## src/bfra_pkg.sv

```systemverilog
// ----------------------------------------------------------------------------
// bfra_pkg: shared definitions for the best-fit range allocator
// Field widths, status and operation codes, and the free-table command bundle.
// ----------------------------------------------------------------------------
package bfra_pkg;

  // Fixed field widths
  localparam int SIZE_W   = 21;
  localparam int OFF_W    = 20;
  localparam int LG_W     = 5;
  localparam int CFG_W    = 21;

  // Request operation codes
  localparam logic OP_ALLOC = 1'b0;
  localparam logic OP_FREE  = 1'b1;

  // Result status codes
  typedef enum logic [1:0] {
    ST_OK    = 2'd0,
    ST_NOFIT = 2'd1,
    ST_FULL  = 2'd2
  } status_t;

  // Free-table write side commands
  typedef struct packed {
    logic wr;    // write entry, mark valid
    logic clr;   // mark entry empty
    logic init;  // write entry 0, mark only entry 0 valid
  } tbl_cmd_t;

endpackage

```

## src/bfra_table.sv

```systemverilog
// ----------------------------------------------------------------------------
// bfra_table: free-range table storage
// Start and end memories with one write and one registered read port, plus
// per-entry valid flags held in flip-flops.
// ----------------------------------------------------------------------------
module bfra_table #(
  parameter int ADDR_BITS  = 20,
  parameter int MAX_RANGES = 16
) (
  input  logic                               clk,
  input  logic                               rst,
  input  bfra_pkg::tbl_cmd_t                 cmd,
  input  logic [$clog2(MAX_RANGES)-1:0]      wr_addr,
  input  logic [ADDR_BITS-1:0]               wr_start,
  input  logic [ADDR_BITS:0]                 wr_end,
  input  logic [$clog2(MAX_RANGES)-1:0]      rd_addr,
  output logic [ADDR_BITS-1:0]               rd_start,
  output logic [ADDR_BITS:0]                 rd_end,
  output logic                               rd_vbit
);
  import bfra_pkg::*;

  logic [ADDR_BITS-1:0] start_mem [MAX_RANGES];
  logic [ADDR_BITS:0]   end_mem   [MAX_RANGES];
  logic [MAX_RANGES-1:0] vbits;

  // Write entry contents
  always_ff @(posedge clk) begin
    if (cmd.wr || cmd.init) begin
      start_mem[wr_addr] <= wr_start;
      end_mem[wr_addr]   <= wr_end;
    end
  end

  // Registered read
  always_ff @(posedge clk) begin
    rd_start <= start_mem[rd_addr];
    rd_end   <= end_mem[rd_addr];
    rd_vbit  <= vbits[rd_addr];
  end

  // Track occupied entries
  always_ff @(posedge clk) begin
    if (rst) begin
      vbits <= MAX_RANGES'(1);
    end else if (cmd.init) begin
      vbits <= MAX_RANGES'(1);
    end else if (cmd.wr) begin
      vbits[wr_addr] <= 1'b1;
    end else if (cmd.clr) begin
      vbits[wr_addr] <= 1'b0;
    end
  end

endmodule

```

## src/bfra_fit.sv

```systemverilog
// ----------------------------------------------------------------------------
// bfra_fit: two-stage fit evaluator
// Aligns a free range's start, then checks whether the request fits and
// computes the units left behind the granted area.
// ----------------------------------------------------------------------------
module bfra_fit #(
  parameter int ADDR_BITS  = 20,
  parameter int MAX_RANGES = 16
) (
  input  logic                                   clk,
  input  logic                                   rst,
  input  logic                                   live_in,
  input  logic [$clog2(MAX_RANGES)-1:0]          idx_in,
  input  logic [ADDR_BITS-1:0]                   start_in,
  input  logic [ADDR_BITS:0]                     end_in,
  input  logic [bfra_pkg::LG_W-1:0]              lg,
  input  logic [bfra_pkg::SIZE_W-1:0]            size,
  output logic                                   live,
  output logic                                   fit,
  output logic [ADDR_BITS:0]                     waste,
  output logic [ADDR_BITS:0]                     al,
  output logic [((ADDR_BITS + 1 > bfra_pkg::SIZE_W) ? ADDR_BITS + 1 : bfra_pkg::SIZE_W):0] need,
  output logic [ADDR_BITS-1:0]                   start_o,
  output logic [ADDR_BITS:0]                     end_o,
  output logic [$clog2(MAX_RANGES)-1:0]          idx
);
  import bfra_pkg::*;

  localparam int EW = ADDR_BITS + 1;
  localparam int XW = ((EW > SIZE_W) ? EW : SIZE_W) + 1;
  localparam int IW = $clog2(MAX_RANGES);

  logic [EW-1:0] mask;
  logic          ok_c;
  logic [EW-1:0] al_c;

  logic          a_live;
  logic          a_ok;
  logic [EW-1:0] a_al;
  logic [ADDR_BITS-1:0] a_start;
  logic [EW-1:0] a_end;
  logic [IW-1:0] a_idx;

  logic [XW-1:0] need_c;
  logic [XW:0]   diff_c;

  // Round the start up to the alignment; a large alignment fits only at zero
  always_comb begin
    mask = ~({EW{1'b1}} << lg);
    ok_c = (start_in == '0) || (int'(lg) <= ADDR_BITS);
    al_c = (EW'(start_in) + mask) & ~mask;
  end

  // Stage A: aligned start
  always_ff @(posedge clk) begin
    if (rst) begin
      a_live <= 1'b0;
    end else begin
      a_live <= live_in;
    end
  end

  always_ff @(posedge clk) begin
    a_ok    <= ok_c;
    a_al    <= al_c;
    a_start <= start_in;
    a_end   <= end_in;
    a_idx   <= idx_in;
  end

  // Granted end and leftover; a borrow means no fit
  always_comb begin
    need_c = XW'(a_al) + XW'(size);
    diff_c = {1'b0, XW'(a_end)} - {1'b0, need_c};
  end

  // Stage B: fit result
  always_ff @(posedge clk) begin
    if (rst) begin
      live <= 1'b0;
    end else begin
      live <= a_live;
    end
  end

  always_ff @(posedge clk) begin
    fit     <= a_ok && !diff_c[XW];
    waste   <= diff_c[EW-1:0];
    al      <= a_al;
    need    <= need_c;
    start_o <= a_start;
    end_o   <= a_end;
    idx     <= a_idx;
  end

endmodule

```

## src/best_fit_range_allocator_unit.sv

```systemverilog
// ----------------------------------------------------------------------------
// best_fit_range_allocator_unit: best-fit allocator over a free-range table
// Grants aligned ranges with least leftover and returns freed ranges with
// merging of touching neighbors.
// ----------------------------------------------------------------------------
// Usage
//   Requests arrive on in_valid/in_ready with op, req_size, align_log2 and
//   free_offset; each request yields exactly one result on out_valid/out_ready
//   (status, alloc_offset, granted_size). One request is in flight at a time.
//   A request that needs the table runs a full table scan: one entry is read
//   per cycle through the single read port and fed to the shared fit unit,
//   then up to two table writes follow. A zero-size request or a free
//   beyond the region skips the scan and goes straight to the result.
//   The next request is taken once the result is in the output register;
//   a stalled receiver only holds the block if a second result is ready
//   before the first has been taken.
//   The configuration channel (cfg_valid/cfg_ready/cfg_data) writes the pool
//   size, clamped to 1 .. 2^ADDR_BITS, and resets the table to one range.
//   Reset sets the pool size to 2^ADDR_BITS and starts by rebuilding the
//   table; each configuration transfer also leads to a rebuild.
// ----------------------------------------------------------------------------
module best_fit_range_allocator_unit #(
  parameter int ADDR_BITS  = 20,
  parameter int MAX_RANGES = 16
) (
  input  logic                             clk,
  input  logic                             rst,
  input  logic                             cfg_valid,
  output logic                             cfg_ready,
  input  logic [bfra_pkg::CFG_W-1:0]       cfg_data,
  input  logic                             in_valid,
  output logic                             in_ready,
  input  logic                             op,
  input  logic [bfra_pkg::SIZE_W-1:0]      req_size,
  input  logic [bfra_pkg::LG_W-1:0]        align_log2,
  input  logic [bfra_pkg::OFF_W-1:0]       free_offset,
  output logic                             out_valid,
  input  logic                             out_ready,
  output bfra_pkg::status_t                status,
  output logic [bfra_pkg::OFF_W-1:0]       alloc_offset,
  output logic [bfra_pkg::SIZE_W-1:0]      granted_size
);
  import bfra_pkg::*;

  localparam int AW    = ADDR_BITS;
  localparam int EW    = ADDR_BITS + 1;
  localparam int XW    = ((EW > SIZE_W) ? EW : SIZE_W) + 1;
  localparam int IW    = $clog2(MAX_RANGES);
  localparam int STEPS = MAX_RANGES + 3;
  localparam int SW    = $clog2(STEPS + 1);

  typedef enum logic [5:0] {
    S_INIT = 6'b000001,
    S_IDLE = 6'b000010,
    S_SCAN = 6'b000100,
    S_UPD1 = 6'b001000,
    S_UPD2 = 6'b010000,
    S_RESP = 6'b100000
  } state_t;

  state_t        state;
  logic [EW-1:0] pool_size;

  // Request
  logic              req_op;
  logic [SIZE_W-1:0] req_sz;
  logic [LG_W-1:0]   req_lg;
  logic [XW-1:0]     lo;
  logic [XW-1:0]     hi;
  logic [SW-1:0]     step;

  // Scan pipeline
  logic          p1_live;
  logic [IW-1:0] p1_idx;
  logic [AW-1:0] rd_start;
  logic [EW-1:0] rd_end;
  logic          rd_vbit;
  logic          f_live;
  logic          f_fit;
  logic [EW-1:0] f_waste;
  logic [EW-1:0] f_al;
  logic [XW-1:0] f_need;
  logic [AW-1:0] f_start;
  logic [EW-1:0] f_end;
  logic [IW-1:0] f_idx;

  // Best candidate, merge target, first empty slot
  logic          best_found;
  logic [IW-1:0] best_idx;
  logic [EW-1:0] best_waste;
  logic [EW-1:0] best_al;
  logic [XW-1:0] best_need;
  logic [AW-1:0] best_start;
  logic [EW-1:0] best_end;
  logic          tgt_found;
  logic [IW-1:0] tgt_idx;
  logic          empty_found;
  logic [IW-1:0] empty_idx;

  // Pending table writes
  logic          wa_clr;
  logic [IW-1:0] wa_addr;
  logic [AW-1:0] wa_start;
  logic [EW-1:0] wa_end;
  logic [IW-1:0] wb_addr;
  logic [AW-1:0] wb_start;
  logic [EW-1:0] wb_end;
  logic          two_wr;

  // Result staging
  status_t           res_status;
  logic [OFF_W-1:0]  res_offset;
  logic [SIZE_W-1:0] res_granted;

  // Table port
  tbl_cmd_t      tcmd;
  logic [IW-1:0] t_waddr;
  logic [AW-1:0] t_wstart;
  logic [EW-1:0] t_wend;
  logic [IW-1:0] t_raddr;
  logic          issue;

  // Combinational helpers
  logic          merge_hit;
  logic [XW-1:0] cfg_x;
  logic [XW-1:0] pool_max_x;
  logic [XW-1:0] cfg_clamp;
  logic [XW-1:0] pool_x;
  logic [XW-1:0] al_x;
  logic          has_pad;
  logic          has_tail;

  assign cfg_ready = (state == S_IDLE);
  assign in_ready  = (state == S_IDLE) && !cfg_valid;

  // Clamp the written pool size into 1 .. 2^ADDR_BITS
  always_comb begin
    cfg_x      = XW'(cfg_data);
    pool_max_x = XW'({1'b1, {AW{1'b0}}});
    if (cfg_x == '0) begin
      cfg_clamp = XW'(1);
    end else if (cfg_x > pool_max_x) begin
      cfg_clamp = pool_max_x;
    end else begin
      cfg_clamp = cfg_x;
    end
    pool_x   = XW'(pool_size);
    al_x     = XW'(best_al);
    has_pad  = (best_al != EW'(best_start));
    has_tail = (best_waste != '0);
  end

  // Free: entry touches or overlaps the growing range
  assign merge_hit = (req_op == OP_FREE) && p1_live && rd_vbit &&
                     (XW'(rd_start) <= hi) && (XW'(rd_end) >= lo);

  // Scan read address
  assign issue   = (state == S_SCAN) && (step < SW'(MAX_RANGES));
  assign t_raddr = issue ? step[IW-1:0] : '0;

  // Drive the table write side
  always_comb begin
    tcmd     = '0;
    t_waddr  = wa_addr;
    t_wstart = wa_start;
    t_wend   = wa_end;
    unique case (state)
      S_INIT: begin
        tcmd.init = 1'b1;
        t_waddr   = '0;
        t_wstart  = '0;
        t_wend    = pool_size;
      end
      S_SCAN: begin
        if (merge_hit && tgt_found) begin
          tcmd.clr = 1'b1;
          t_waddr  = p1_idx;
        end
      end
      S_UPD1: begin
        tcmd.wr  = !wa_clr;
        tcmd.clr = wa_clr;
      end
      S_UPD2: begin
        tcmd.wr  = 1'b1;
        t_waddr  = wb_addr;
        t_wstart = wb_start;
        t_wend   = wb_end;
      end
      default: begin
      end
    endcase
  end

  bfra_table #(
    .ADDR_BITS  (ADDR_BITS),
    .MAX_RANGES (MAX_RANGES)
  ) u_table (
    .clk      (clk),
    .rst      (rst),
    .cmd      (tcmd),
    .wr_addr  (t_waddr),
    .wr_start (t_wstart),
    .wr_end   (t_wend),
    .rd_addr  (t_raddr),
    .rd_start (rd_start),
    .rd_end   (rd_end),
    .rd_vbit  (rd_vbit)
  );

  bfra_fit #(
    .ADDR_BITS  (ADDR_BITS),
    .MAX_RANGES (MAX_RANGES)
  ) u_fit (
    .clk      (clk),
    .rst      (rst),
    .live_in  (p1_live && rd_vbit && (req_op == OP_ALLOC)),
    .idx_in   (p1_idx),
    .start_in (rd_start),
    .end_in   (rd_end),
    .lg       (req_lg),
    .size     (req_sz),
    .live     (f_live),
    .fit      (f_fit),
    .waste    (f_waste),
    .al       (f_al),
    .need     (f_need),
    .start_o  (f_start),
    .end_o    (f_end),
    .idx      (f_idx)
  );

  // Tag the entry whose read data arrives next cycle
  always_ff @(posedge clk) begin
    if (rst) begin
      p1_live <= 1'b0;
    end else begin
      p1_live <= issue;
    end
    p1_idx <= step[IW-1:0];
  end

  // Sequencer
  always_ff @(posedge clk) begin
    if (rst) begin
      state       <= S_INIT;
      pool_size   <= {1'b1, {AW{1'b0}}};
      step        <= '0;
      best_found  <= 1'b0;
      tgt_found   <= 1'b0;
      empty_found <= 1'b0;
      two_wr      <= 1'b0;
      out_valid   <= 1'b0;
    end else begin
      // Drop the result once taken, unless a new one is loaded
      if (out_valid && out_ready && (state != S_RESP)) begin
        out_valid <= 1'b0;
      end

      unique case (state)
        S_INIT: begin
          state <= S_IDLE;
        end

        S_IDLE: begin
          if (cfg_valid) begin
            pool_size <= EW'(cfg_clamp);
            state     <= S_INIT;
          end else if (in_valid) begin
            req_op      <= op;
            req_sz      <= req_size;
            req_lg      <= align_log2;
            lo          <= XW'(free_offset);
            hi          <= XW'(free_offset) + XW'(req_size);
            step        <= '0;
            best_found  <= 1'b0;
            tgt_found   <= 1'b0;
            empty_found <= 1'b0;
            two_wr      <= 1'b0;
            res_offset  <= '0;
            res_granted <= '0;
            if (op == OP_ALLOC && req_size == '0) begin
              res_status <= ST_NOFIT;
              state      <= S_RESP;
            end else if (op == OP_FREE &&
                         (req_size == '0 || XW'(free_offset) >= pool_x)) begin
              res_status <= ST_OK;
              state      <= S_RESP;
            end else begin
              res_status <= ST_OK;
              state      <= S_SCAN;
            end
          end
        end

        S_SCAN: begin
          step <= step + SW'(1);

          // Clip the released range to the region
          if (step == '0 && hi > pool_x) begin
            hi <= pool_x;
          end

          // Note the lowest empty slot
          if (p1_live && !rd_vbit && !empty_found) begin
            empty_found <= 1'b1;
            empty_idx   <= p1_idx;
          end

          // Free: grow the range; first touching slot becomes the target
          if (merge_hit) begin
            if (XW'(rd_start) < lo) begin
              lo <= XW'(rd_start);
            end
            if (XW'(rd_end) > hi) begin
              hi <= XW'(rd_end);
            end
            if (!tgt_found) begin
              tgt_found <= 1'b1;
              tgt_idx   <= p1_idx;
            end
          end

          // Allocate: keep the fit with least leftover, lowest slot on ties
          if (f_live && f_fit && (!best_found || f_waste < best_waste)) begin
            best_found <= 1'b1;
            best_idx   <= f_idx;
            best_waste <= f_waste;
            best_al    <= f_al;
            best_need  <= f_need;
            best_start <= f_start;
            best_end   <= f_end;
          end

          // Scan done: plan the table update
          if (step == SW'(STEPS)) begin
            if (req_op == OP_ALLOC) begin
              if (!best_found) begin
                res_status <= ST_NOFIT;
                state      <= S_RESP;
              end else if (has_pad && has_tail && !empty_found) begin
                res_status <= ST_FULL;
                state      <= S_RESP;
              end else begin
                res_offset  <= al_x[OFF_W-1:0];
                res_granted <= req_sz;
                wa_addr     <= best_idx;
                wa_clr      <= !has_pad && !has_tail;
                two_wr      <= has_pad && has_tail;
                state       <= S_UPD1;
                // Padding keeps the slot; otherwise the tail does (with neither, the slot is cleared)
                if (has_pad) begin
                  wa_start <= best_start;
                  wa_end   <= best_al;
                end else begin
                  wa_start <= best_need[AW-1:0];
                  wa_end   <= best_end;
                end
                // A tail beside the padding takes the lowest empty slot
                if (has_pad && has_tail) begin
                  wb_addr  <= empty_idx;
                  wb_start <= best_need[AW-1:0];
                  wb_end   <= best_end;
                end
              end
            end else begin
              wa_clr   <= 1'b0;
              wa_start <= lo[AW-1:0];
              wa_end   <= hi[EW-1:0];
              if (tgt_found) begin
                wa_addr <= tgt_idx;
                state   <= S_UPD1;
              end else if (empty_found) begin
                wa_addr <= empty_idx;
                state   <= S_UPD1;
              end else begin
                res_status <= ST_FULL;
                state      <= S_RESP;
              end
            end
          end
        end

        S_UPD1: begin
          state <= two_wr ? S_UPD2 : S_RESP;
        end

        S_UPD2: begin
          state <= S_RESP;
        end

        S_RESP: begin
          // Hold until the output register is free
          if (!out_valid || out_ready) begin
            out_valid    <= 1'b1;
            status       <= res_status;
            alloc_offset <= res_offset;
            granted_size <= res_granted;
            state        <= S_IDLE;
          end
        end

        default: begin
          state <= S_IDLE;
        end
      endcase
    end
  end

  // An accepted request keeps the block busy in the following cycle
  a_busy_after_req: assert property (@(posedge clk) disable iff (rst)
    in_valid && in_ready |=> !in_ready && !cfg_ready)
    else $error("request transfer not followed by busy");

  // A failed request carries no grant; free requests report none either
  a_no_grant_on_fail: assert property (@(posedge clk) disable iff (rst)
    out_valid && status != ST_OK |-> granted_size == '0 && alloc_offset == '0)
    else $error("grant reported on failed request");

  // A pool size write rebuilds the table next
  a_cfg_init: assert property (@(posedge clk) disable iff (rst)
    cfg_valid && cfg_ready |=> state == S_INIT)
    else $error("pool size write did not rebuild the table");

  // Entry writes with wr happen only from the update states; the rebuild uses init
  a_write_states: assert property (@(posedge clk) disable iff (rst)
    tcmd.wr |-> state == S_UPD1 || state == S_UPD2)
    else $error("table write outside update");

endmodule
```

## config.mk

```make
export PLATFORM = sky130hd
export DESIGN_NAME = best_fit_range_allocator_unit
export DESIGN_NICKNAME = d
export VERILOG_FILES = /design/src/bfra_pkg.sv /design/src/bfra_table.sv /design/src/bfra_fit.sv /design/src/best_fit_range_allocator_unit.sv
export SDC_FILE = /design/constraint.sdc
export NUM_CORES = 2
export LEC_CHECK = 0
export BUFFER_PORTS_ARGS = -buffer_cell sky130_fd_sc_hd__buf_2
export CAP_MARGIN = 20
export CORE_ASPECT_RATIO = 1.1
export CORE_MARGIN = 4
export CORE_UTILIZATION = 60
export DETAILED_ROUTE_END_ITERATION = 8
export PLACE_DENSITY_LB_ADDON = 0.08
export SLEW_MARGIN = 20
export SYNTH_ARGS = -nofsm -noshare
export SYNTH_HDL_FRONTEND = slang
export SYNTH_HIERARCHICAL = 1
export SYNTH_SLANG_ARGS = --single-unit
```

## constraint.sdc

```tcl
create_clock -name clk -period 11.65 [get_ports clk]
set_input_delay 0.5825 -clock clk [delete_from_list [all_inputs] [get_ports clk]]
set_output_delay 0.5825 -clock clk [all_outputs]
set_load 0.05 [all_outputs]
```

==> results.toml <==
[cells_and_area]
final_common_cell = "edfxtp_1"
seq_area_um2 = 36080
reg_top3 = "u_table/end_mem: 336 flops, u_table/start_mem: 320 flops, hi: 22 flops"
finalNetCount = 3969
largest_register_ff_count = 336
multi_input_area_um2 = 16290
fill_cells = 5891
max_flop_register = "u_table/end_mem"
area_delta_synth_final_pct = 12.15
final_cell_mix = "edfxtp_1 (1017), dfxtp_1 (277), nand2_1 (270)"
drive_above_1_share_pct = 16.37

[grt]
antenna_found_initial = 8
grt_pass1_wl_mm = 221.2
grt.overflow.total = 0
grt_max_degree = 124
grt_use_total_pct = 32.73
grt_pass1_vias = 32200

[routing]
detail-route-antenna-nets = 0
drc_errors = 0
drt-total-wl_mm = 153.6
drt-initial-drc-count = 3464
num_vias = 32260
routed_via_density = 6.521
firstDrtPassIters = 6
drt-wirelength-per-cell_um = 31.05

[power_and_ir_drop]
internal-power_mw = 7.655
switching_share_pct = 21.78
p_leak_nw = 21.28
p_seq_share_pct = 51.7
p_clk_share_pct = 44.0
powerDensity_nw_per_um2 = 163.5
comb_power_share_pct = 4.3
ir_worst_vdd_mv = 0.1946
switching_power_mw = 2.132

[die]
num_rows = 114
core_um2 = 88010
die_w_um = 292.4
start_util_pct = 60.64
die_h_um = 320.8
io_pins = 119
dieArea_um2 = 93790

[setup_path]
cp.required_ps = 12040
crit_type = "register to register"
cp_max_fo = 22
crit_path_cell_trace = "ha_1 > nand4_1 > a21oi_1 > a211oi_1 > o211ai_2 > o32ai_4 > nand3_4 > a22oi_1 > o2bb2a_1 > nand4_1 > nor2_4 > buf_4"
cp-end-kind = "register"
cp-start-kind = "register"
crit_buf_inv = 1
critical_path.max_stage_delay_ps = 890
slowest_stage = "nor2_4"
cp_top_family = "compound AO/OA/AOI/OAI gates"
ff2ff_setup_slack_ps = 6300
cp_common_cell = "nand4_1"
critPathArrivalTime_ps = 5740

[job]
maxCapViolations = 0

[placement]
io_buffers = 118
dp_hpwl_mm = 102.0
dp_worst_setup_slack_ps = 6350
place.gp.congestion = 1.019

[sta]
hold_viol = 0
layout_min_cycle_time_ps = 5346
setup_viol = 0
rsz0062_at_grt = "no"
fmax_mhz = 187.0
fin_ws_ps = 6304
fin_setup_tns_ps = 0
period_share_pct = 45.89
slew_violations = 0
max_slew.worst_pin.slew_ps = 1055
clock_skew_ps = 35.26
slew_headroom_pct = 29.52

[cts]
clk_latency_ps = 750
cts_tree = "done"
h-tree-depth = 4
cts_buffers = 131
cts_hold_buf = 5
clockBufferDepth = 3
post_cts_resized = 0
post_cts_buffers = 0
cts_num_sinks = 1294
cts-root-buf = "clkbuf_16"
clk_pin_slew_ps = 60

[run_status]
status = "complete, no violations"

[hold_path]
min-delay-path-class = "input port to register"

[logic_synthesis]
syn_nets = 3799
synthesis.area_um2 = 53370
syn_avg_cell_area_um2 = 15.24
synth_warnings = 6
synthCells = 3503
==> worst register-to-register path, stage by stage (launching register included) <==
cell and delay [ps]:
dfxtp_1 710, ha_1 380, nand4_1 230, a21oi_1 70
a211oi_1 550, o211ai_2 170, o32ai_4 230, nand3_4 200
a22oi_1 190, o2bb2a_1 580, nand4_1 310, nor2_4 890
buf_4 480
==> worst paths after layout <==
| kind | from | end | cells after the start |
|---|---|---|---|
| worst max-delay path | u_table/rd_start[5] | u_table/start_mem[15][2] | 12 |
| worst max register to register | u_table/rd_start[5] | u_table/start_mem[15][2] | 12 |
| worst min-delay path | req_size[12] | req_sz[12] | 1 |
| worst min register to register | u_fit/a_start[11] | u_fit/start_o[11] | 0 |
==> stage by stage <==
| stage | power, mW | hold slack, ps | std cells | utilization, % | cell area, um^2 |
|---|---|---|---|---|---|
| floorplan | 5.387 | 309.6 | 3503 | - | 53370 |
| global placement | 5.557 | 309.9 | 4695 | 62.91 | 55370 |
| detailed placement | 5.570 | 312.1 | 4695 | 62.91 | 55370 |
| CTS | 9.840 | 22.02 | 4941 | 67.99 | 59830 |
| global route | 10.09 | 36.54 | 4942 | 68.00 | 59840 |
| finish | 9.787 | 64.52 | 4947 | 68.01 | 59850 |
==> cell type report <==
type | instances | share of cell area [%]
Clock inverter | 65 | 1.363
Tap cell | 1160 | 2.425
Inverter | 146 | 0.9156
Multi-Input combinational cell | 1925 | 27.22
Clock buffer | 176 | 6.016
Antenna cell | 6 | 0.02509
Timing Repair Buffer | 175 | 1.743
Sequential cell | 1294 | 60.29
==> metal layers <==
layer	global-route usage (%)	share of wire, %	vias up
met5	0	0.011	-
met4	17.35	6.1	2
met3	5.082	8.2	355
met2	52.16	47	1797
met1	44.16	38	16280
li1	-	-	13820
==> power groups by stage <==
stage               Sequential, mW  Combinational, mW  Clock (mW)
floorplan                     5.14              0.248           0
global placement              5.15              0.403           0
detailed placement            5.16              0.412           0
CTS                           5.06              0.418        4.36
global route                  5.06              0.456        4.57
finish                        5.06              0.424        4.30
No activity file was read; power rests on OpenSTA's default activity.
